[src/rtl/vpd_pkg.sv]
// shared types, widths and constants for the vertex projection and divide pipeline
`timescale 1ns / 1ps
`default_nettype none

package vpd_pkg;

  // field and coefficient formats
  localparam int unsigned COORD_W    = 32;
  localparam int unsigned COEF_W     = 16;
  localparam int unsigned LANES      = 4;
  localparam int unsigned PAIRS      = LANES / 2;
  localparam int unsigned ROW_W      = COEF_W * LANES;
  localparam int unsigned FRAC_COEF  = 12;
  localparam int unsigned FRAC_COORD = 16;

  // datapath widths
  localparam int unsigned PROD_W    = COORD_W + COEF_W;
  localparam int unsigned PAIR_W    = PROD_W + 1;
  localparam int unsigned ACC_W     = PROD_W + 2;
  localparam int unsigned PROJ_W    = ACC_W - FRAC_COEF;
  localparam int unsigned MAG_W     = PROJ_W;
  localparam int unsigned NUM_W     = MAG_W + FRAC_COORD + 1;
  localparam int unsigned QUO_W     = COORD_W;
  localparam int unsigned DIV_LANES = LANES - 1;

  // pipeline shape
  localparam int unsigned MM_STAGES   = 3;
  localparam int unsigned PREP_STAGES = 3;
  localparam int unsigned PIPE_DEPTH  = MM_STAGES + PREP_STAGES + QUO_W + 1;
  localparam int unsigned OCC_W       = $clog2(PIPE_DEPTH + 1);

  // configuration port
  localparam int unsigned CFG_IDX_W = 2;

  typedef enum logic [CFG_IDX_W-1:0] {
    REG_ROW0,
    REG_ROW1,
    REG_ROW2,
    REG_ROW3
  } vpd_reg_e;

  // identity matrix after reset
  localparam logic [ROW_W-1:0] ROW0_RESET = 64'h0000_0000_0000_1000;
  localparam logic [ROW_W-1:0] ROW1_RESET = 64'h0000_0000_1000_0000;
  localparam logic [ROW_W-1:0] ROW2_RESET = 64'h0000_1000_0000_0000;
  localparam logic [ROW_W-1:0] ROW3_RESET = 64'h1000_0000_0000_0000;

  localparam logic signed [ACC_W-1:0] LANE_ROUND = ACC_W'(1 << (FRAC_COEF - 1));
  localparam logic [COORD_W-1:0] Q_ONE     = COORD_W'(1 << FRAC_COORD);
  localparam logic [COORD_W-1:0] COORD_MAX = {1'b0, {(COORD_W-1){1'b1}}};
  localparam logic [COORD_W-1:0] COORD_MIN = {1'b1, {(COORD_W-1){1'b0}}};

  typedef struct packed {
    logic signed [COORD_W-1:0] in_x;
    logic signed [COORD_W-1:0] in_y;
    logic signed [COORD_W-1:0] in_z;
    logic signed [COORD_W-1:0] in_w;
  } vpd_vertex_t;

  typedef struct packed {
    logic signed [COORD_W-1:0] out_x;
    logic signed [COORD_W-1:0] out_y;
    logic signed [COORD_W-1:0] out_z;
    logic signed [COORD_W-1:0] out_w;
    logic                      w_was_zero;
    logic                      saturated;
  } vpd_result_t;

  // one divide lane: partial remainder, numerator bits shifting out while
  // quotient bits shift in, result sign and overflow
  typedef struct packed {
    logic [MAG_W-1:0] rem;
    logic [QUO_W-1:0] nq;
    logic             neg;
    logic             ovf;
  } vpd_div_lane_t;

  typedef struct packed {
    vpd_div_lane_t [DIV_LANES-1:0] lane;
    logic [MAG_W-1:0]              dvs;
    logic                          wz;
  } vpd_div_t;

endpackage

`default_nettype wire

[src/rtl/vpd_out_stage.sv]
// sign restore, clamp to q16.16 and result register
`timescale 1ns / 1ps
`default_nettype none

module vpd_out_stage import vpd_pkg::*; (
  input  wire logic     clk_i,
  input  wire logic     rst_ni,
  input  wire logic     in_valid_i,
  output logic          in_ready_o,
  input  wire vpd_div_t in_data_i,
  output logic          out_valid_o,
  input  wire logic     out_ready_i,
  output vpd_result_t   out_data_o
);

  logic [COORD_W-1:0] val [DIV_LANES];
  logic               sat [DIV_LANES];
  logic               valid_q;
  vpd_result_t        res_d, res_q;

  assign in_ready_o = !valid_q || out_ready_i;

  always_comb begin
    for (int l = 0; l < DIV_LANES; l++) begin
      if (in_data_i.lane[l].neg) begin
        sat[l] = in_data_i.lane[l].ovf || (in_data_i.lane[l].nq > COORD_MIN);
        val[l] = sat[l] ? COORD_MIN : (~in_data_i.lane[l].nq + COORD_W'(1));
      end else begin
        sat[l] = in_data_i.lane[l].ovf || in_data_i.lane[l].nq[QUO_W-1];
        val[l] = sat[l] ? COORD_MAX : in_data_i.lane[l].nq;
      end
    end
    res_d.out_x      = val[0];
    res_d.out_y      = val[1];
    res_d.out_z      = val[2];
    // w over itself is exactly one; a zero w gives zero
    res_d.out_w      = in_data_i.wz ? '0 : Q_ONE;
    res_d.w_was_zero = in_data_i.wz;
    res_d.saturated  = sat[0] || sat[1] || sat[2];
  end

  always_ff @(posedge clk_i or negedge rst_ni) begin
    if (!rst_ni) begin
      valid_q <= 1'b0;
    end else if (in_ready_o) begin
      valid_q <= in_valid_i;
    end
  end

  always_ff @(posedge clk_i) begin
    if (in_ready_o) begin
      res_q <= res_d;
    end
  end

  assign out_valid_o = valid_q;
  assign out_data_o  = res_q;

endmodule

`default_nettype wire

[config.mk]
export PLATFORM = sky130hd
export DESIGN_NAME = vpd_out_stage
export DESIGN_NICKNAME = d
export VERILOG_FILES = /design/src/rtl/vpd_pkg.sv /design/src/rtl/vpd_out_stage.sv
export SDC_FILE = /design/constraint.sdc
export NUM_CORES = 1
export LEC_CHECK = 0
export ABC_AREA = 1
export BUFFER_PORTS_ARGS = -buffer_cell sky130_fd_sc_hd__buf_2
export CORE_AREA = 2 2 154 156
export CTS_BUF_LIST = sky130_fd_sc_hd__clkbuf_8
export DETAILED_ROUTE_END_ITERATION = 12
export DIE_AREA = 0 0 156 158
export PLACE_DENSITY = 0.66
export SLEW_MARGIN = 20
export SYNTH_ARGS = -nofsm -noshare
export SYNTH_HDL_FRONTEND = slang
export SYNTH_SLANG_ARGS = --single-unit
export TNS_END_PERCENT = 30
[constraint.sdc]
create_clock -name clk_i -period 4.2 [get_ports clk_i]
set_input_delay 0.84 -clock clk_i [delete_from_list [all_inputs] [get_ports clk_i]]
set_output_delay 0.84 -clock clk_i [all_outputs]
set_load 0.01 [all_outputs]
==> run_results.csv <==
group,metric,value,unit
run_status,status,"finished clean",
job,cap_violations,0,
pwr,power.internal,1730,uW
sta,maxSlewHeadroom,0.278,
synth,synth_most_common_cell,"nand2_1",
sta,post-route-period-util,0.619,
clocking,worst_skew_pair.late_latency,380,ps
pwr,clkPwrFrac,0.282,
min_path,hold_class,"primary input to asynchronous set/reset pin",
place,place_area,8790,um2
grt,groute.usage.overall,0.199,
grt,grt_overflow,0,
critical_path,worst_ep_required_time,4430,ps
critical_path,cp-start-kind,"primary input",
sta,hold_viol,0,
routing,num_vias,7615,
layout,fin_area,9000,um2
clocking,cts_buffers,9,
place,dpl.hpwl,19500,um
synth,synthTopCellsByArea,"edfxtp_1 39%, nand2_1 13%, nor2_1 9.1%",
critical_path,reg2reg_slack,2690,ps
critical_path,startpoint,"in_data_i[186]",
clocking,cts_tree,"done",
critical_path,crit_fanout,13,
routing,drtPass1Iterations,6,
synth,synth_top_area_cell,"edfxtp_1",
clocking,path_clk_slew,100,ps
clocking,cts-resized-gates,0,
routing,drc,0,
critical_path,setup.worst_path.end,"out_data_o[50]",
place,gp_congestion,0.986,
routing,top_layer,"met4",
sta,period_minus_slack,2600,ps
synth,synth_flop_cell,"edfxtp_1",
clocking,cts_hold_buf,0,
synth,yosysSeqAreaShare,0.395,
pwr,power_frac_comb,0.226,
grt,grt_pass1_vias,6891,
clocking,clock-sinks,100,
routing,finalWirelength,25100,um
synth,synth_top_cell_area_share,0.391,
synth,synth-edff-count,99,
place,port_buffers,207,
pwr,vdd_drop_max,152,uV
sta,rsz0062_at_grt,"no",
clocking,cts_buffer_depth,2,
synth,ys_types,32,
grt,grt_antenna_before_repair,1,
synth,netlist_instances,1036,
pwr,switching_share,0.309,
critical_path,reg2reg_to,"out_data_o[120]",
routing,wl_met1,11300,um
clocking,cts_root_buf,"clkbuf_8",
clocking,post-cts-setup-buffers,0,
critical_path,rr_worst_depth,2,
die,initial_core_util,0.329,
routing,dr.first_iter.drc_count,488,
routing,avgRoutedWirePerCell,16.4,um
routing,viasPerCell,4.98,
critical_path,reg2reg_from,"out_valid_o",
die,coreArea,23100,um2
grt,grt_max_degree,51,
pwr,p_switching,771,uW
critical_path,arrival,2830,ps
layout,nets,1494,
routing,drtAntennaViolNets,0,
die,rows,56,
critical_path,critPathKind,"primary input to register",
sta,tns,0,ps
critical_path,cp-end-kind,"register",
sta,skew,8.76,ps
routing,wl_met2,11100,um
synth,synthArstFlopShare,0.0100,
die,die_area,24600,um2
sta,setup_viol,0,
synth,syn_avg_cell_area,7.33,um2
sta,fmax,385,MHz
die,io_pins,391,
grt,grt_pass1_wl,37800,um
sta,final_max_slew_viol_count,0,
layout,drive_gt1_frac,0.226,
die,chipHeight,158,um
synth,ys_warn_count,0,
synth,ys_ff_latch,100,
die,dieWidth,156,um
synth,syn_area,7590,um2
sta,worstMarginPinSlew,1080,ps
pwr,leakage,0.00398,uW
clocking,cts_htree_levels,3,
layout,syn_to_final_growth,18.6,%
pwr,power.density,277,nW/um2
pwr,seqPwrFrac,0.492,
routing,wl_met3,1980,um
synth,ys_top_cells_by_count,"272 x nand2_1, 185 x nor2_1, 99 x edfxtp_1, 97 x o21ai_0, 91 x inv_1",
==> metal layers <==
layer,GRT usage,up-vias
met5,0,-
met4,0.0786,0
met3,0.0353,39
met2,0.316,350
met1,0.270,3485
li1,-,3741
==> per-stage QoR <==
step	util	hold slack [ps]	total power [uW]	std cells	setup slack (ps)
after floorplan	-	544	1580	1066	323
after global placement	0.381	615	1810	1511	1250
after detailed placement	0.381	617	1810	1511	1240
after CTS	0.390	184	2520	1527	1650
after global routing	0.391	190	2620	1528	1430
final	0.391	206	2500	1528	1600
==> cell type report <==
class                   count  area, um2
flip-flops and latches    100       3000
diodes                      1       2.50
repair buffers            214       1090
fillers                  2437      14000
clock buffers               9        124
clock inverters             7       90.1
inverters                  92        345
multi-input cells         815       3990
well taps                 290        363
==> worst min path at each step <==
| stage | start | endpoint | slack [ps] | cells after the start |
|---|---|---|---|---|
| 2_1_floorplan | rst_ni | out_valid_o | 540 | 0 |
| 3_3_place_gp | rst_ni | out_valid_o | 610 | 1 |
| 3_5_place_dp | rst_ni | out_valid_o | 620 | 1 |
| 4_1_cts | rst_ni | out_valid_o | 180 | 1 |
| 5_1_grt | rst_ni | out_valid_o | 190 | 1 |
| 6_report | rst_ni | out_valid_o | 210 | 1 |
==> power groups by stage <==
stage | logic, uW | clock network, uW | registers, uW
6_report | 564 | 705 | 1230
5_1_grt | 621 | 758 | 1240
4_1_cts | 563 | 725 | 1230
3_5_place_dp | 560 | 0 | 1250
3_3_place_gp | 556 | 0 | 1250
2_1_floorplan | 276 | 0 | 1300
==> registers in the layout, summed over array words and instances (netlist names) <==
name / count
out_data_o: 99
out_valid_o: 1
==> kinds of logic (layout without fill, tap and decap cells) <==
logic type,Yosys count,after routing,share of synthesized area
XOR/XNOR,40,40,0.0461
buffers and inverters,151,322,0.0954
AO/OA/AOI/OAI,177,177,0.148
AND/OR/NAND/NOR,564,564,0.310
adder cells (fa/ha/maj),3,3,0.00494
flip-flops,100,100,0.395
other,1,32,0.000494
==> placed cells by master, fill, tap and decap left out, types with 23 or more instances in the layout <==
cell	count
nand3_1	64
inv_1	92
o21ai_1	23
conb_1	31
edfxtp_1	99
nand2_1	271
nor2_1	185
buf_2	207
o21ai_0	97
xor2_1	24
==> critical path, stage by stage <==
cell,delay [ps]
buf_2,120
inv_1,70
ha_1,190
nand2_1,110
nor2_2,300
nand4_1,190
nand2_1,90
buf_4,200
nand2_1,250
buf_4,290
o21ai_1,170
Power figures use the tool's default switching activity.
