<file path="config.mk">
export PLATFORM = sky130hd
export DESIGN_NAME = vpd_div_prep
export DESIGN_NICKNAME = d
export VERILOG_FILES = /design/src/rtl/vpd_pkg.sv /design/src/rtl/vpd_div_prep.sv
export SDC_FILE = /design/constraint.sdc
export NUM_CORES = 1
export LEC_CHECK = 0
export BUFFER_PORTS_ARGS = -buffer_cell sky130_fd_sc_hd__buf_4
export CAP_MARGIN = 20
export CORE_ASPECT_RATIO = 1.4
export CORE_MARGIN = 2
export CORE_UTILIZATION = 40
export DETAILED_ROUTE_END_ITERATION = 12
export HOLD_SLACK_MARGIN = 0.03
export PLACE_DENSITY = 0.73
export SLEW_MARGIN = 20
export SYNTH_ARGS = -nofsm -noshare
export SYNTH_HDL_FRONTEND = slang
export SYNTH_SLANG_ARGS = --single-unit
</file>
<file path="constraint.sdc">
create_clock -name clk_i -period 6.4 [get_ports clk_i]
set_input_delay 0.32 -clock clk_i [delete_from_list [all_inputs] [get_ports clk_i]]
set_output_delay 0.32 -clock clk_i [all_outputs]
set_load 0.01 [all_outputs]
</file>
<file path="src/rtl/vpd_pkg.sv">
// shared types, widths and constants for the vertex projection and divide pipeline
`timescale 1ns / 1ps
`default_nettype none

package vpd_pkg;

  // field and coefficient formats
  localparam int unsigned COORD_W    = 32;
  localparam int unsigned COEF_W     = 16;
  localparam int unsigned LANES      = 4;
  localparam int unsigned PAIRS      = LANES / 2;
  localparam int unsigned ROW_W      = COEF_W * LANES;
  localparam int unsigned FRAC_COEF  = 12;
  localparam int unsigned FRAC_COORD = 16;

  // datapath widths
  localparam int unsigned PROD_W    = COORD_W + COEF_W;
  localparam int unsigned PAIR_W    = PROD_W + 1;
  localparam int unsigned ACC_W     = PROD_W + 2;
  localparam int unsigned PROJ_W    = ACC_W - FRAC_COEF;
  localparam int unsigned MAG_W     = PROJ_W;
  localparam int unsigned NUM_W     = MAG_W + FRAC_COORD + 1;
  localparam int unsigned QUO_W     = COORD_W;
  localparam int unsigned DIV_LANES = LANES - 1;

  // pipeline shape
  localparam int unsigned MM_STAGES   = 3;
  localparam int unsigned PREP_STAGES = 3;
  localparam int unsigned PIPE_DEPTH  = MM_STAGES + PREP_STAGES + QUO_W + 1;
  localparam int unsigned OCC_W       = $clog2(PIPE_DEPTH + 1);

  // configuration port
  localparam int unsigned CFG_IDX_W = 2;

  typedef enum logic [CFG_IDX_W-1:0] {
    REG_ROW0,
    REG_ROW1,
    REG_ROW2,
    REG_ROW3
  } vpd_reg_e;

  // identity matrix after reset
  localparam logic [ROW_W-1:0] ROW0_RESET = 64'h0000_0000_0000_1000;
  localparam logic [ROW_W-1:0] ROW1_RESET = 64'h0000_0000_1000_0000;
  localparam logic [ROW_W-1:0] ROW2_RESET = 64'h0000_1000_0000_0000;
  localparam logic [ROW_W-1:0] ROW3_RESET = 64'h1000_0000_0000_0000;

  localparam logic signed [ACC_W-1:0] LANE_ROUND = ACC_W'(1 << (FRAC_COEF - 1));
  localparam logic [COORD_W-1:0] Q_ONE     = COORD_W'(1 << FRAC_COORD);
  localparam logic [COORD_W-1:0] COORD_MAX = {1'b0, {(COORD_W-1){1'b1}}};
  localparam logic [COORD_W-1:0] COORD_MIN = {1'b1, {(COORD_W-1){1'b0}}};

  typedef struct packed {
    logic signed [COORD_W-1:0] in_x;
    logic signed [COORD_W-1:0] in_y;
    logic signed [COORD_W-1:0] in_z;
    logic signed [COORD_W-1:0] in_w;
  } vpd_vertex_t;

  typedef struct packed {
    logic signed [COORD_W-1:0] out_x;
    logic signed [COORD_W-1:0] out_y;
    logic signed [COORD_W-1:0] out_z;
    logic signed [COORD_W-1:0] out_w;
    logic                      w_was_zero;
    logic                      saturated;
  } vpd_result_t;

  // one divide lane: partial remainder, numerator bits shifting out while
  // quotient bits shift in, result sign and overflow
  typedef struct packed {
    logic [MAG_W-1:0] rem;
    logic [QUO_W-1:0] nq;
    logic             neg;
    logic             ovf;
  } vpd_div_lane_t;

  typedef struct packed {
    vpd_div_lane_t [DIV_LANES-1:0] lane;
    logic [MAG_W-1:0]              dvs;
    logic                          wz;
  } vpd_div_t;

endpackage

`default_nettype wire

</file>
<file path="src/rtl/vpd_div_prep.sv">
// divide setup: magnitudes and signs, rounded numerators, overflow check
`timescale 1ns / 1ps
`default_nettype none

module vpd_div_prep import vpd_pkg::*; (
  input  wire logic                        clk_i,
  input  wire logic                        rst_ni,
  input  wire logic                        in_valid_i,
  output logic                             in_ready_o,
  input  wire logic [LANES-1:0][PROJ_W-1:0] in_proj_i,
  output logic                             out_valid_o,
  input  wire logic                        out_ready_i,
  output vpd_div_t                         out_data_o
);

  logic [MAG_W-1:0] mag_d [DIV_LANES];
  logic [MAG_W-1:0] mag_q [DIV_LANES];
  logic             neg_d [DIV_LANES];
  logic             neg4_q [DIV_LANES];
  logic [MAG_W-1:0] dvs_d, dvs4_q;
  logic             wz_d, wz4_q;

  logic [NUM_W-1:0] num_d [DIV_LANES];
  logic [NUM_W-1:0] num_q [DIV_LANES];
  logic             neg5_q [DIV_LANES];
  logic [MAG_W-1:0] dvs5_q;
  logic             wz5_q;

  vpd_div_t div_d, div_q;

  logic v4_q, v5_q, v6_q;
  logic en4, en5, en6;

  assign en6        = !v6_q || out_ready_i;
  assign en5        = !v5_q || en6;
  assign en4        = !v4_q || en5;
  assign in_ready_o = en4;

  always_comb begin
    wz_d = (in_proj_i[LANES-1] == '0);
    if (wz_d) begin
      dvs_d = MAG_W'(1);
    end else if (in_proj_i[LANES-1][PROJ_W-1]) begin
      dvs_d = MAG_W'(~in_proj_i[LANES-1] + PROJ_W'(1));
    end else begin
      dvs_d = MAG_W'(in_proj_i[LANES-1]);
    end
    for (int l = 0; l < DIV_LANES; l++) begin
      if (in_proj_i[l][PROJ_W-1]) begin
        mag_d[l] = MAG_W'(~in_proj_i[l] + PROJ_W'(1));
      end else begin
        mag_d[l] = MAG_W'(in_proj_i[l]);
      end
      neg_d[l] = in_proj_i[l][PROJ_W-1] ^ in_proj_i[LANES-1][PROJ_W-1];
    end
  end

  // zero w: divide the plain magnitude by one so the quotient is the value itself
  always_comb begin
    for (int l = 0; l < DIV_LANES; l++) begin
      if (wz4_q) begin
        num_d[l] = NUM_W'(mag_q[l]);
      end else begin
        num_d[l] = (NUM_W'(mag_q[l]) << FRAC_COORD) + NUM_W'(dvs4_q >> 1);
      end
    end
  end

  always_comb begin
    div_d.dvs = dvs5_q;
    div_d.wz  = wz5_q;
    for (int l = 0; l < DIV_LANES; l++) begin
      div_d.lane[l].rem = MAG_W'(num_q[l][NUM_W-1:QUO_W]);
      div_d.lane[l].nq  = num_q[l][QUO_W-1:0];
      div_d.lane[l].neg = neg5_q[l];
      // quotient would not fit in the quotient width
      div_d.lane[l].ovf = (MAG_W'(num_q[l][NUM_W-1:QUO_W]) >= dvs5_q);
    end
  end

  always_ff @(posedge clk_i or negedge rst_ni) begin
    if (!rst_ni) begin
      v4_q <= 1'b0;
      v5_q <= 1'b0;
      v6_q <= 1'b0;
    end else begin
      if (en4) begin
        v4_q <= in_valid_i;
      end
      if (en5) begin
        v5_q <= v4_q;
      end
      if (en6) begin
        v6_q <= v5_q;
      end
    end
  end

  always_ff @(posedge clk_i) begin
    if (en4) begin
      mag_q  <= mag_d;
      neg4_q <= neg_d;
      dvs4_q <= dvs_d;
      wz4_q  <= wz_d;
    end
    if (en5) begin
      num_q  <= num_d;
      neg5_q <= neg4_q;
      dvs5_q <= dvs4_q;
      wz5_q  <= wz4_q;
    end
    if (en6) begin
      div_q <= div_d;
    end
  end

  assign out_valid_o = v6_q;
  assign out_data_o  = div_q;

endmodule

`default_nettype wire

</file>
==> flow_summary.yaml <==
outcome:
  status: "complete, no violations"
worst_hold_path:
  holdPathEnd: "mag_q[27]$_DFFE_PP_"
  min-delay-start: "in_proj_i[103]"
  min_path_type: "in2reg"
  hold_depth: 2
logic_synthesis:
  synth_top_family_by_area: "compound AO/OA/AOI/OAI gates"
  synth_xor_area_share_pct: 6.70
  synthAdderAreaFrac_pct: 6.36
  ys.warnings.count: 0
  synth_area_sq_mm: 0.0277
  ys_types: 65
  synth_seq_area_share_pct: 62.4
  async_reset_ff_share_pct: 0.521
  synth_compound_area_share_pct: 10.6
  synth_seq_cells: 576
  synth_edf_count: 573
  synth-simple-area-share_pct: 10.4
  synth_ff_type: "edfxtp_1"
  synth_cells: 2169
  synth_mux_area_share_pct: 0.592
  syn_area_per_cell_sq_um: 12.8
timing:
  final-hold-violation-count: 0
  fin_crit_sh_pct: 62.7
  setup_violations: 0
  fin_worst_skew_ns: 0.0182
  fmax_mhz: 249
  tns_ns: 0
  relSlewSlack_pct: 24.7
  worst_slew_pin_slew_ns: 1.13
  rsz0062_at_grt: "false"
  layout_setup_ws_ns: 2.38
  drv_slew: 0
  period_needed_ns: 4.02
drt:
  vias_per_cell: 5.38
  wl_met2_um: 41700
  route.met3.wl_um: 6010
  drtAntennaViolNets: 0
  wire_per_inst_um: 24.0
  drt_iter0_drc: 1801
  drtPass1Iterations: 6
  drc: 0
  wl_met1_um: 34300
  highest_layer: "met5"
  vias: 19500
  wirelength_um: 86800
placement:
  place.gp.congestion: 0.950
  dp.final_hpwl_um: 67000
  pre_cts_ws_ns: 2.39
  port_buffers: 367
  post-place-cells: 3410
global_routing:
  antenna_found_initial: 2
  grt_overflow: 0
  grtUsageTotal_pct: 23.9
  grt_pass1_wl_um: 123000
  grt_max_degree: 221
  grt_pass1_vias: 19000
pwr:
  p_leak_uw: 0.0133
  power_uw: 11500
  vdd.ir_drop.worst_mv: 0.188
  clock_power_share_pct: 28.8
  comb_power_share_pct: 22.3
  switchingPower_uw: 3470
  p_seq_share_pct: 48.9
  netSwitchingFraction_pct: 30.2
  p_int_uw: 8030
  p_per_area_mw_per_mm2: 336
clocking:
  cts.sinks: 576
  cts_max_level: 2
  cts_buffers: 54
  post_cts_resized: 0
  clk_latency_ns: 0.62
  clk_pin_slew_ns: 0.07
  cts_buffer_depth: 3
  cts_tree: "done"
  cts-root-buf: "clkbuf_16"
setup_path:
  timing.rr.start: "dvs4_q[20]$_SDFFCE_PP0P_"
  crit_required_ns: 6.76
  r2r_setup_slack_ns: 2.38
  r2r_end: "div_d[164]$_SDFFCE_PP0P_"
  crit_chain: "ha_1 -> o21ai_0 -> o2111ai_1 -> a41oi_1 -> o32ai_1 -> a221oi_1 -> o21bai_1 -> nand4_1 -> mux2_2"
  crit_type: "reg2reg"
  crit_slowest_cell: "o21bai_1"
  cpPeakStageDelay_ns: 0.91
  worstRegToRegCells: 9
  worstPathArrival_ns: 4.38
  end_kind: "flop"
  critical_path.startpoint: "dvs4_q[20]$_SDFFCE_PP0P_"
  worstPathMaxFanout: 14
  cp-start-kind: "flop"
floorplanning:
  initial_core_util_pct: 40.3
  ioPinCount: 413
  coreArea_sq_mm: 0.0688
  die_x_um: 226
  die_area_sq_mm: 0.0714
  placementRows: 114
  die_h_um: 315
flow_run:
  max_cap_violations: 0
final_layout:
  nets: 2943
  area_growth_syn_to_layout_pct: 23.6
  final_cells: 3619
  drive_gt1_share_pct: 18.3
[metrics by stage]
| step | area [sq um] | hold WS, ns | util [%] |
|---|---|---|---|
| global route | 34200 | 0.0315 | 49.8 |
| global placement | 31300 | 0.110 | 45.6 |
| floorplan | 27900 | 0.0244 | - |
| detailed placement | 31300 | 0.115 | 45.6 |
| CTS | 34200 | 0.0304 | 49.8 |
| finish | 34200 | 0.0511 | 49.8 |
[layout make-up]
cell class	instances	area (sq um)
fill	5927	34500
sequential	576	17300
multi-input combinational	1463	9770
timing repair buffer	484	3960
clock buffer	58	1370
tap	928	1160
clock inverter	40	428
inverter	69	259
antenna	1	2.50
[cell families (layout without fill, tap and decap cells)]
family,after synthesis,in the layout
adders and majority gates,139,139
DFF,576,576
muxes,15,15
AOI/OAI and AO/OA,460,460
and+or+nand+nor,592,592
buffers and inverters,174,651
xor gates and xnor gates,212,212
other,1,46
[worst max-delay path by stage]
stage,cells past startpoint,slack [ns],endpoint
global placement,11,2.43,div_d[227]$_SDFFCE_PP0P_
floorplan,1,-0.70,div_d[112]$_DFFE_PP_
CTS,11,2.39,div_d[227]$_SDFFCE_PP0P_
global route,11,2.06,div_d[93]$_SDFFCE_PP0P_
finish,9,2.38,div_d[164]$_SDFFCE_PP0P_
detailed placement,11,2.39,div_d[227]$_SDFFCE_PP0P_
[cells in the mapped netlist (3+ instances only)]
cell type,count,area (sq um)
edfxtp_1,573,17200
o211ai_1,7,52.6
nor4_1,14,87.6
or2_2,13,81.3
inv_1,69,259
or4_1,20,150
o31ai_1,53,398
mux2i_1,4,40.0
a211oi_1,18,135
o21a_1,10,75.1
a21o_1,61,458
a31oi_1,11,68.8
a31o_2,4,35.0
nand2b_1,16,100
xor2_1,31,272
a2111oi_0,3,26.3
or3_1,34,213
or3_4,3,33.8
dfrtp_1,3,75.1
buf_1,4,15.0
buf_4,45,338
nor4b_1,7,61.3
and4_1,7,61.3
nand4b_1,4,35.0
nor2_1,82,308
a221oi_1,4,35.0
and3_1,22,138
ha_1,136,1700
nand4_1,21,131
clkbuf_1,55,206
nand3_1,37,185
or4_4,3,33.8
mux2_2,11,124
nand2_1,267,1000
a21boi_0,9,67.6
a41oi_1,4,35.0
and2_1,7,43.8
o21ai_0,156,781
a21oi_1,74,370
nor3_1,17,85.1
o41ai_1,21,184
nor2b_1,14,87.6
o21bai_1,5,37.5
xnor2_1,181,1590
fa_1,3,60.1
[state kept, by name, summed over array words and instances (netlist names)]
signal,cells
out_data_o,210
div_d,168
mag_q,114
dvs4_q,38
dvs5_q,38
neg4_q,3
out_valid_o,1
v4_q,1
v5_q,1
wz4_q,1
wz5_q,1
[power by group through the flow]
stage / registers [uW] / logic, uW / clock network, uW
6_report: 5630 / 2570 / 3310
5_1_grt: 5680 / 2800 / 3510
4_1_cts: 5630 / 2570 / 3370
3_5_place_dp: 5710 / 2500 / 0
3_3_place_gp: 5690 / 2450 / 0
2_1_floorplan: 5560 / 1330 / 0
[critical path, delay by kind of cell (launching register included)]
family / cells / cell delay, ns
DFF: 1 / 0.53
AOI/OAI and AO/OA: 6 / 2.30
muxes: 1 / 0.33
and+or+nand+nor: 1 / 0.21
adders and majority gates: 1 / 0.40
[cells in the final DEF, fill, tap and decap left out, drive strengths merged, types with 11 or more instances in the layout]
master,n
nor4,14
inv,75
o31ai,53
o21ai,157
a21o,61
and3,22
clkbuf,58
nor3,17
or2,13
or3,37
a31oi,11
nand3,37
nand4,21
nor2,82
dlygate4sd3,110
o41ai,22
a21oi,74
nand2b,16
xnor2,181
or4,23
xor2,31
edfxtp,573
buf,374
mux2,11
clkinv,23
a211oi,18
conb,45
ha,136
nor2b,14
nand2,267
[per-layer routing]
metal  vias to the layer above  GRT usage (%)
met5                         -              0
met4                         2           11.7
met3                       193           3.99
met2                       869           40.0
met1                      9380           30.0
li1                       9013              -
[what timing repair did]
item                                   CTS  global route
endpoints found under the hold margin  115             0
buffers inserted                         0             0
hold buffers                           110             0
(Power assumes the default switching activity.)
