--- config.mk ---
export PLATFORM = sky130hd
export DESIGN_NAME = vpd_div_step
export DESIGN_NICKNAME = d
export VERILOG_FILES = /design/src/rtl/vpd_pkg.sv /design/src/rtl/vpd_div_step.sv
export SDC_FILE = /design/constraint.sdc
export NUM_CORES = 1
export LEC_CHECK = 0
export BUFFER_PORTS_ARGS = -buffer_cell sky130_fd_sc_hd__buf_2
export CAP_MARGIN = 30
export CORE_ASPECT_RATIO = 0.6
export CORE_MARGIN = 2
export CORE_UTILIZATION = 45
export DETAILED_ROUTE_END_ITERATION = 6
export GPL_ROUTABILITY_DRIVEN = 0
export PLACE_DENSITY = 0.74
export SYNTH_ARGS = -nofsm -noshare
export SYNTH_HDL_FRONTEND = slang
export SYNTH_SLANG_ARGS = --single-unit
export TNS_END_PERCENT = 100
--- constraint.sdc ---
create_clock -name clk_i -period 7.6 [get_ports clk_i]
set_input_delay 0.38 -clock clk_i [delete_from_list [all_inputs] [get_ports clk_i]]
set_output_delay 0.38 -clock clk_i [all_outputs]
set_load 0.01 [all_outputs]
--- src/rtl/vpd_pkg.sv ---
// shared types, widths and constants for the vertex projection and divide pipeline
`timescale 1ns / 1ps
`default_nettype none

package vpd_pkg;

  // field and coefficient formats
  localparam int unsigned COORD_W    = 32;
  localparam int unsigned COEF_W     = 16;
  localparam int unsigned LANES      = 4;
  localparam int unsigned PAIRS      = LANES / 2;
  localparam int unsigned ROW_W      = COEF_W * LANES;
  localparam int unsigned FRAC_COEF  = 12;
  localparam int unsigned FRAC_COORD = 16;

  // datapath widths
  localparam int unsigned PROD_W    = COORD_W + COEF_W;
  localparam int unsigned PAIR_W    = PROD_W + 1;
  localparam int unsigned ACC_W     = PROD_W + 2;
  localparam int unsigned PROJ_W    = ACC_W - FRAC_COEF;
  localparam int unsigned MAG_W     = PROJ_W;
  localparam int unsigned NUM_W     = MAG_W + FRAC_COORD + 1;
  localparam int unsigned QUO_W     = COORD_W;
  localparam int unsigned DIV_LANES = LANES - 1;

  // pipeline shape
  localparam int unsigned MM_STAGES   = 3;
  localparam int unsigned PREP_STAGES = 3;
  localparam int unsigned PIPE_DEPTH  = MM_STAGES + PREP_STAGES + QUO_W + 1;
  localparam int unsigned OCC_W       = $clog2(PIPE_DEPTH + 1);

  // configuration port
  localparam int unsigned CFG_IDX_W = 2;

  typedef enum logic [CFG_IDX_W-1:0] {
    REG_ROW0,
    REG_ROW1,
    REG_ROW2,
    REG_ROW3
  } vpd_reg_e;

  // identity matrix after reset
  localparam logic [ROW_W-1:0] ROW0_RESET = 64'h0000_0000_0000_1000;
  localparam logic [ROW_W-1:0] ROW1_RESET = 64'h0000_0000_1000_0000;
  localparam logic [ROW_W-1:0] ROW2_RESET = 64'h0000_1000_0000_0000;
  localparam logic [ROW_W-1:0] ROW3_RESET = 64'h1000_0000_0000_0000;

  localparam logic signed [ACC_W-1:0] LANE_ROUND = ACC_W'(1 << (FRAC_COEF - 1));
  localparam logic [COORD_W-1:0] Q_ONE     = COORD_W'(1 << FRAC_COORD);
  localparam logic [COORD_W-1:0] COORD_MAX = {1'b0, {(COORD_W-1){1'b1}}};
  localparam logic [COORD_W-1:0] COORD_MIN = {1'b1, {(COORD_W-1){1'b0}}};

  typedef struct packed {
    logic signed [COORD_W-1:0] in_x;
    logic signed [COORD_W-1:0] in_y;
    logic signed [COORD_W-1:0] in_z;
    logic signed [COORD_W-1:0] in_w;
  } vpd_vertex_t;

  typedef struct packed {
    logic signed [COORD_W-1:0] out_x;
    logic signed [COORD_W-1:0] out_y;
    logic signed [COORD_W-1:0] out_z;
    logic signed [COORD_W-1:0] out_w;
    logic                      w_was_zero;
    logic                      saturated;
  } vpd_result_t;

  // one divide lane: partial remainder, numerator bits shifting out while
  // quotient bits shift in, result sign and overflow
  typedef struct packed {
    logic [MAG_W-1:0] rem;
    logic [QUO_W-1:0] nq;
    logic             neg;
    logic             ovf;
  } vpd_div_lane_t;

  typedef struct packed {
    vpd_div_lane_t [DIV_LANES-1:0] lane;
    logic [MAG_W-1:0]              dvs;
    logic                          wz;
  } vpd_div_t;

endpackage

`default_nettype wire

--- src/rtl/vpd_div_step.sv ---
// one restoring divide step for all three lanes, one quotient bit each
`timescale 1ns / 1ps
`default_nettype none

module vpd_div_step import vpd_pkg::*; (
  input  wire logic     clk_i,
  input  wire logic     rst_ni,
  input  wire logic     in_valid_i,
  output logic          in_ready_o,
  input  wire vpd_div_t in_data_i,
  output logic          out_valid_o,
  input  wire logic     out_ready_i,
  output vpd_div_t      out_data_o
);

  logic     valid_q;
  vpd_div_t data_d, data_q;

  assign in_ready_o = !valid_q || out_ready_i;

  always_comb begin
    logic [MAG_W:0] part;
    data_d = in_data_i;
    for (int l = 0; l < DIV_LANES; l++) begin
      part = {in_data_i.lane[l].rem, in_data_i.lane[l].nq[QUO_W-1]};
      if (part >= {1'b0, in_data_i.dvs}) begin
        data_d.lane[l].rem = MAG_W'(part - {1'b0, in_data_i.dvs});
        data_d.lane[l].nq  = {in_data_i.lane[l].nq[QUO_W-2:0], 1'b1};
      end else begin
        data_d.lane[l].rem = MAG_W'(part);
        data_d.lane[l].nq  = {in_data_i.lane[l].nq[QUO_W-2:0], 1'b0};
      end
    end
  end

  always_ff @(posedge clk_i or negedge rst_ni) begin
    if (!rst_ni) begin
      valid_q <= 1'b0;
    end else if (in_ready_o) begin
      valid_q <= in_valid_i;
    end
  end

  always_ff @(posedge clk_i) begin
    if (in_ready_o) begin
      data_q <= data_d;
    end
  end

  assign out_valid_o = valid_q;
  assign out_data_o  = data_q;

endmodule

`default_nettype wire

==> results_dict.tcl, run 1 <==
set metrics [dict create \
    yosys.area.top_type_share 0.4797 \
    globalRoute.totalOverflow 0 \
    yosys.area.top_type "edfxtp_1" \
    power.total_uw 4409 \
    clock_skew_ps 9.809 \
    hold_viol_final 0 \
    die_w_um 247.2 \
    dieArea_um2 37050 \
    fp.dieH_um 149.9 \
    hp-class "in2reg" \
    cap_violations 0 \
    synth_top_family_by_area "compound AO/OA/AOI/OAI gates" \
    synth_edf_count 255 \
    yosysUniqueCellTypes 78 \
    cts_tree "yes" \
    grt_pass1_wl_mm 83.18 \
    syn2layout_area_growth_pct 30.76 \
    min_period_over_period 0.5034 \
    num_io_pins 516 \
    synth_area_um2 15960 \
    min_period_ps 3825 \
    peakVddDrop_v 0.0001464 \
    drv_slew 0 \
    crit_arrival_ps 4130 \
    synth_cells 1478 \
    cp_num_buf_inv 4 \
    start_util 0.4568 \
    cp_common_cell "inv_1" \
    clk_latency_ps 560 \
    yosys_register_bits 256 \
    cp-end-kind "register" \
    nets 2460 \
    cts_buffer_depth 3 \
    synth_compound_area_frac 0.1714 \
    power_density_nw_per_um2 211.3 \
    cp-start-kind "primary input" \
    crit_fanout 38 \
    path_clk_slew_ps 70 \
    cts_sinks 256 \
    coreArea_um2 34950 \
    rsz0062_at_grt "no" \
    ant_nets 0 \
    max_slew_margin 0.3228 \
    cts_resized 0 \
    synth_area_leaders "edfxtp_1 48%, ha_1 8.9%, a21oi_1 4.5%, xnor2_1 3.3%, mux2_4 2.9%" \
    antenna_found_initial 9 \
    drc 0 \
    postCtsSetupBuffers 0 \
    path_cells "dlygate4sd3_1, buf_2, inv_1, ha_1, inv_1, o21ai_0, a21oi_1, o211ai_1, a211o_1, a31oi_2, and2_4, mux2_2" \
    async_flop_share 0.003906 \
    critical_path_class "in2reg" \
    cts_hold_buf 111 \
    run_status "complete, no violations" \
    grt_pass1_vias 13960 \
    yosysSeqAreaShare 0.4813 \
    crit_required_ps 7910 \
    cellLeakagePower_uw 0.009148 \
    cpPeakStageDelay_ps 620 \
    vias_per_cell 5.761 \
    wire_per_inst_um 22.59 \
    grt_max_degree 83 \
    htreeDepth 1 \
    max_freq_mhz 261.4 \
    dp_hpwl_mm 45.07 \
    avgSynthCellArea_um2 10.80 \
    numCtsBuffers 26 \
    syn_nets 1854 \
    yosys.area_share.simple 0.1193 \
    worst-slew-pin-transition_ps 1006 \
    drt_wl_total_mm 58.20 \
    muxShareOfSynthArea 0.04836 \
    grt_usage 0.3001 \
    portBuffers 515 \
    ys.flop_type "edfxtp_1" \
    vias 14840 \
    critPathTopFamily "compound AO/OA/AOI/OAI gates" \
    synth_xor_area_frac 0.04938 \
    setup_viol 0 \
    drive_gt1_frac 0.3000 \
    initialDrtViolationCount 1365 \
    first_pass_iters 5 \
    cp_slowest_cell "and2_4" \
    cts.root.buffer_cell "clkbuf_16" \
    rows 53 \
    tns_ps 0 \
    yosysWarnings 0 \
    synth-adder-area-share 0.09312 \
]
[cell usage after synthesis (all sizes together), types with 5 or more instances]
| master | count |
|---|---|
| and4 | 7 |
| nand4 | 29 |
| mux2i | 7 |
| a211oi | 16 |
| xnor2 | 60 |
| o21ai | 79 |
| o21bai | 17 |
| a31oi | 15 |
| mux2 | 52 |
| inv | 81 |
| nor2b | 5 |
| or3 | 6 |
| a21o | 44 |
| clkbuf | 38 |
| a21oi | 144 |
| o211ai | 16 |
| nor3 | 28 |
| nor4 | 8 |
| nor2 | 92 |
| nand2b | 12 |
| a31o | 5 |
| buf | 16 |
| edfxtp | 255 |
| a21boi | 6 |
| o21a | 21 |
| nand2 | 115 |
| and2 | 11 |
| ha | 114 |
| o2111ai | 5 |
| and3 | 16 |
| a211o | 5 |
| o31ai | 14 |
| nand3 | 47 |
| xor2 | 30 |
[where the power goes]
part / internal [uW] / total (uW) / switching [uW]
logic: 536 / 1280 / 745
clock network: 698 / 1300 / 605
registers: 1770 / 1830 / 54.1
total: 3010 / 4410 / 1400
[sequential cells by signal, summed over array words and instances (netlist names)]
| register | cells |
|---|---|
| out_data_o | 255 |
| out_valid_o | 1 |
[cells by family after synthesis]
family	count (synthesis)
compound gates	429
mux	59
buf+inv	135
xor+xnor	90
simple gates	392
flops	256
fa+ha+maj	117
[worst paths after layout]
check	start	endpoint	slack, ps	cells after the start
min in group asynchronous	rst_ni	out_valid_o$_DFFE_PN0P_	150	2
worst max register to register	out_valid_o$_DFFE_PN0P_	out_data_o[226]$_DFFE_PP_	5240	2
worst min register to register	out_valid_o$_DFFE_PN0P_	out_valid_o$_DFFE_PN0P_	1160	2
worst min-delay path	in_data_i[23]	out_data_o[23]$_DFFE_PP_	10	1
worst max-delay path	in_data_i[34]	out_data_o[87]$_DFFE_PP_	3770	12
max in group asynchronous	rst_ni	out_valid_o$_DFFE_PN0P_	7360	2
[routing by layer]
layer / global-route usage / routed length [um]
met2: 0.4405 / 25280
met5: 0 / 27
met3: 0.1123 / 7226
met1: 0.4125 / 24020
met4: 0.08765 / 1643
[layout make-up]
type | count | area, um^2
Clock buffer | 32 | 694.4
Fill cell | 2923 | 14070
Tap cell | 467 | 584.3
Sequential cell | 256 | 7682
Timing Repair Buffer | 632 | 3756
Multi-Input combinational cell | 1087 | 7695
Antenna cell | 6 | 15.01
Inverter | 81 | 306.5
Clock inverter | 15 | 138.9
[cells in the final DEF, fill, tap and decap left out, drive strengths merged, types with 12 or more instances in the layout]
cell type    instances
buf                520
edfxtp             255
a21oi              144
nand2              115
ha                 114
dlygate4sd3        112
nor2                92
inv                 88
o21ai               79
xnor2               60
mux2                52
nand3               47
a21o                44
clkbuf              32
xor2                30
nand4               29
nor3                28
o21a                21
o21bai              17
and3                16
a211oi              16
o211ai              16
a31oi               15
o31ai               14
nand2b              12
[stage by stage]
step / instances / worst slack [ps] / hold WS, ps / instance area [um^2] / util
detailed placement: 2410 / 3840 / 164.2 / 18880 / 0.5401
global route: 2573 / 3592 / 6.096 / 20870 / 0.5970
global placement: 2410 / 3943 / 155.3 / 18880 / 0.5401
floorplan: 1478 / 362.2 / 84.41 / 15960 / -
CTS: 2568 / 3870 / 0.3538 / 20820 / 0.5958
finish: 2576 / 3775 / 14.52 / 20870 / 0.5973
Power figures use the tool's default switching activity.
==> inputs of run 2 (changes only) <==
Settings changed: PLACE_DENSITY 0.74 to 0.77.
Clock period 7.6 ns to 3.35 ns, I/O delays scaled along.
==> run 2 against run 1 <==
- worst setup slack lost 3700 ps
- die area unchanged
- via count increased by 6.3%
- flip-flop and latch count is the same
- sequential share of layout area shrank 2.7 points
==> results_dict.tcl, run 2 (synthesis gave the netlist of run 1 again) <==
set metrics [dict create \
    crit_fanout 6 \
    drive_gt1_frac 0.3014 \
    clock_skew_ps 14.45 \
    r2r_cells 2 \
    syn2layout_area_growth_pct 41.23 \
    power_density_nw_per_um2 454.9 \
    worstReg2RegStart "out_valid_o$_DFFE_PN0P_" \
    vias 15770 \
    htreeDepth 1 \
    min_period_ps 3228 \
    whs_ps 36.94 \
    met2WireLength_mm 26.76 \
    coreArea_um2 34950 \
    path_clk_slew_ps 70 \
    cap_violations 0 \
    cellLeakagePower_uw 0.009875 \
    crit_arrival_ps 3520 \
    worst-slew-pin-transition_ps 740.9 \
    die_w_um 247.2 \
    antenna_found_initial 1 \
    cts_tree "yes" \
    cts.root.buffer_cell "clkbuf_16" \
    ant_nets 0 \
    cp-start-kind "primary input" \
    hp-class "in2reg" \
    portBuffers 515 \
    cts_buffer_depth 3 \
    drt-met1-wl_mm 24.16 \
    fp.dieH_um 149.9 \
    largest_reg_flops 255 \
    highest_layer "met5" \
    n_fill_cell 2726 \
    nets 2625 \
    grt_pass1_vias 15070 \
    max_freq_mhz 309.8 \
    run_status "complete, no violations" \
    critical_path_class "in2reg" \
    peakVddDrop_v 0.0004681 \
    globalRoute.totalOverflow 0 \
    clk_latency_ps 560 \
    worstReg2RegEnd "out_data_o[127]$_DFFE_PP_" \
    hold-path-endpoint "out_data_o[162]$_DFFE_PP_" \
    numCtsBuffers 26 \
    cts_sinks 256 \
    max_slew_margin 0.5061 \
    final_cell_mix "515 x buf_2, 255 x edfxtp_1, 240 x dlygate4sd3_1" \
    drt_wl_total_mm 60.45 \
    setup_viol 0 \
    layout_commonest_cell "buf_2" \
    diodes 0 \
    crit_required_ps 3640 \
    grt_usage 0.3087 \
    first_pass_iters 7 \
    worst_hold_path.num_cells 3 \
    wire_per_inst_um 22.12 \
    min_period_over_period 0.9634 \
    grt_pass1_wl_mm 86.25 \
    dp_hpwl_mm 45.44 \
    vias_per_cell 5.771 \
    initialDrtViolationCount 1665 \
    drc 0 \
    hp-start "in_data_i[161]" \
    grt_max_degree 63 \
    cp-end-kind "register" \
    tns_ps 0 \
    start_util 0.4568 \
    dieArea_um2 37050 \
    drv_slew 0 \
    post-route-util 0.6451 \
    ff2ff_setup_slack_ps 1600 \
    rows 53 \
    hold_viol_final 0 \
    rsz0062_at_grt "no" \
    dr_wl_met3_mm 7.049 \
    num_io_pins 516 \
]
run 2: timing repair:
item / in CTS / in global routing
endpoints found under the setup margin: 0 / 80
gates resized for setup: 0 / 21
buffers inserted: 0 / 0
hold buffers: 240 / 0
endpoints found under the hold margin: 239 / 0
run 2: final cells by class:
class                   count  area (um^2)  share of cell area
flip-flops and latches    256         7682              0.3408
inverters                  81        319.1             0.01415
repair buffers            796         5348              0.2372
well taps                 467        584.3             0.02592
clock buffers              28        679.4             0.03014
clock inverters            17        173.9            0.007715
multi-input cells        1088         7757              0.3441
run 2: how the worst max path moves through the flow:
| stage | startpoint | to | slack [ps] | cells past startpoint |
|---|---|---|---|---|
| 4_1_cts | in_data_i[7] | out_data_o[221]$_DFFE_PP_ | 30 | 13 |
| 2_1_floorplan | in_data_i[33] | out_data_o[100]$_DFFE_PP_ | 500 | 13 |
| 3_5_place_dp | in_data_i[5] | out_data_o[221]$_DFFE_PP_ | -30 | 12 |
| 3_3_place_gp | in_data_i[5] | out_data_o[220]$_DFFE_PP_ | 80 | 12 |
| 5_1_grt | in_data_i[30] | out_data_o[154]$_DFFE_PP_ | 10 | 14 |
| 6_report | in_data_i[1] | out_data_o[165]$_DFFE_PP_ | 120 | 12 |
run 2: stage by stage:
stage	area [um^2]	total power, uW	cells	worst slack, ps
6_report	22540	10260	2733	122.5
5_1_grt	22540	10670	2733	14.56
4_1_cts	22460	10210	2731	25.79
3_5_place_dp	19210	6975	2446	-32.39
3_3_place_gp	19210	6921	2446	80.51
2_1_floorplan	15970	5901	1478	502.7
run 2: critical path: stages:
cell	delay [ps]
dlygate4sd3_1	520
buf_2	240
ha_1	200
inv_1	60
fa_1	420
a21oi_2	230
o211ai_1	110
a31o_2	320
a311o_2	490
a221oi_1	370
xor2_1	260
o21ai_0	110
run 2: where the power goes:
group          internal, uW  switching [uW]
combinational          1370            1760
clock                  1700            1300
sequential             4020             120
total                  7080            3180
run 2: metal layers:
| metal | GRT usage | vias up |
|---|---|---|
| li1 | - | 7139 |
| met1 | 0.4214 | 7430 |
| met2 | 0.4776 | 1030 |
| met3 | 0.07407 | 171 |
| met4 | 0.1145 | 2 |
| met5 | 0 | - |
==> inputs of run 3 (changes only) <==
Settings changed: CORE_AREA set to 2 2 203 205, CORE_ASPECT_RATIO 0.6 to unset, CORE_MARGIN 2 to unset, CORE_UTILIZATION 45 to unset, DIE_AREA set to 0 0 205 207, PLACE_DENSITY 0.77 to 0.69.
==> run 3 against run 2 <==
- critical endpoint is now out_data_o[241]$_DFFE_PP_
- die area grew 15%
- final cell count grew 4.0%
- combinational power grew 1%
- power grew 3.1%
- the flow now finishes with violations (setup timing)
- flip-flop and latch count is the same
- register-to-register slack gained 210 ps
- critical path type unchanged
- via count shrank 0.62%
- clock skew shrank 6.0 ps
- sequential share of layout area shrank 0.71 points
- count of clock-buffer cells in the layout grew 7
==> results_dict.tcl, run 3 (synthesis gave the netlist of run 1 again) <==
set metrics [dict create \
    path_clk_slew_ps 60 \
    rows 74 \
    worstReg2RegStart "out_valid_o$_DFFE_PN0P_" \
    start_util 0.3954 \
    initialDrtViolationCount 900 \
    min_period_over_period 1.010 \
    place_area_um2 19520 \
    power_density_nw_per_um2 459.3 \
    drv_slew 0 \
    cap_violations 0 \
    num_io_pins 516 \
    worst-slew-pin-transition_ps 794.3 \
    critPathTopFamily "simple AND/OR/NAND/NOR gates" \
    p_switching_uw 3293 \
    fp.dieH_um 207 \
    fin_ws_ps -32.22 \
    cellLeakagePower_uw 0.01011 \
    whs_ps 46.90 \
    cts_buffer_depth 3 \
    drt_wl_total_mm 63.61 \
    peakVddDrop_v 0.0003876 \
    cp_num_buf_inv 5 \
    first_pass_iters 5 \
    critical_path_class "in2reg" \
    cts_sinks 256 \
    ff2ff_setup_slack_ps 1810 \
    worst_hold_path.num_cells 3 \
    largest_reg_flops 255 \
    hp-class "in2reg" \
    r2r_cells 2 \
    setup_viol 22 \
    max_slew_margin 0.4656 \
    n_fill_cell 3442 \
    grt_pass1_vias 15740 \
    cp.depth 13 \
    hold-path-endpoint "out_data_o[110]$_DFFE_PP_" \
    nets 2658 \
    crit_fanout 9 \
    syn2layout_area_growth_pct 44.22 \
    coreArea_um2 40370 \
    min_period_ps 3382 \
    htreeDepth 1 \
    globalRoute.totalOverflow 0 \
    max_freq_mhz 295.7 \
    drc 0 \
    swShare 0.3114 \
    p_seq_frac 0.391 \
    final_cell_mix "516 x buf_2, 255 x edfxtp_1, 244 x dlygate4sd3_1" \
    hold_viol_final 0 \
    vias_per_cell 5.513 \
    run_status "finished, violations left" \
    ant_nets 0 \
    clock_skew_ps 8.430 \
    layout_commonest_cell "buf_2" \
    path_cells "dlygate4sd3_1, buf_2, inv_1, ha_1, nand4_1, nor4_1, nand3_1, a21oi_1, or4_4, nor2_8, inv_4, buf_4, mux2_4" \
    dieArea_um2 42440 \
    die_w_um 205 \
    grt_max_degree 88 \
    use_met3 0.05066 \
    wire_per_inst_um 22.37 \
    cts.root.buffer_cell "clkbuf_16" \
    hp-start "in_data_i[109]" \
    globalRouteMet2Util 0.5040 \
    worstReg2RegEnd "out_data_o[92]$_DFFE_PP_" \
    drive_gt1_frac 0.3096 \
    pre_cts_ws_ps 60.70 \
    grt_use_met1 0.3109 \
    crit_required_ps 3660 \
    cp_slowest_cell "nor4_1" \
    cpPeakStageDelay_ps 620 \
    fin_area_um2 23020 \
    portBuffers 515 \
    numCtsBuffers 30 \
    clk_latency_ps 570 \
    dp_hpwl_mm 48.55 \
    grt_pass1_wl_mm 92.07 \
    p_int_uw 7281 \
    cp-end-kind "register" \
    p_comb_frac 0.299 \
    antenna_found_initial 10 \
    busiest_layer "met2" \
    vias 15670 \
    grt_usage 0.2851 \
    cts_tree "yes" \
    clockPowerShare 0.310 \
    failed_checks "setup timing" \
    crit_arrival_ps 3700 \
    cp-start-kind "primary input" \
]
-- run 3: changes by cell type in the layout (fill, tap and decap cells not counted), moves of 3 or more --
cell           delta
buf_12            +3
buf_4            +22
clkbuf_1          +3
clkbuf_16         +4
clkinv_2          +3
diode_2           +5
dlygate4sd3_1     +4
-- run 3: power by group through the flow --
stage / logic (uW) / clock network [uW] / registers [uW]
3_5_place_dp: 2850 / 0 / 4200
2_1_floorplan: 1490 / 0 / 4410
4_1_cts: 3100 / 3350 / 4140
5_1_grt: 3390 / 3460 / 4170
6_report: 3160 / 3270 / 4140
3_3_place_gp: 2800 / 0 / 4200
-- run 3: worst max path at each step --
stage | startpoint | endpoint | slack [ps]
floorplan | in_data_i[33] | out_data_o[100]$_DFFE_PP_ | 500
global placement | in_data_i[31] | out_data_o[227]$_DFFE_PP_ | 80
detailed placement | in_data_i[2] | out_data_o[83]$_DFFE_PP_ | 60
CTS | in_data_i[2] | out_data_o[80]$_DFFE_PP_ | 90
global route | in_data_i[13] | out_data_o[101]$_DFFE_PP_ | -4
finish | in_data_i[31] | out_data_o[241]$_DFFE_PP_ | -30
-- run 3: metrics by stage --
stage / total power, uW / utilization / std cells / TNS, ps
2_1_floorplan: 5901 / - / 1478 / 0
3_3_place_gp: 7001 / 0.4834 / 2536 / 0
3_5_place_dp: 7046 / 0.4835 / 2537 / 0
4_1_cts: 10590 / 0.5682 / 2837 / 0
5_1_grt: 11020 / 0.5703 / 2843 / -3.531
6_report: 10570 / 0.5703 / 2843 / -462.1
-- run 3: layout make-up --
class | count | area, um^2 | share of cell area
multi-input combinational | 1088 | 7767 | 0.3374
sequential | 256 | 7682 | 0.3337
timing repair buffer | 825 | 5613 | 0.2438
clock buffer | 35 | 790.8 | 0.03435
tap | 532 | 665.6 | 0.02891
inverter | 81 | 306.5 | 0.01332
clock inverter | 21 | 183.9 | 0.007989
antenna | 5 | 12.51 | 0.0005435
-- run 3: routing by layer --
metal / routed length, um / vias to the layer above
met5: 65 / -
met4: 4637 / 10
met3: 4379 / 198
met2: 31220 / 782
met1: 23310 / 7468
li1: - / 7216
-- run 3: worst min-delay path: stages --
cell,delay [ps]
buf_2,90
nand3b_1,90
and3b_1,160
-- run 3: timing repair --
action,in CTS,in global routing
setup endpoints to repair,0,75
gates resized for setup,0,16
buffers inserted,0,0
hold buffers,244,0
hold endpoints to repair,243,0
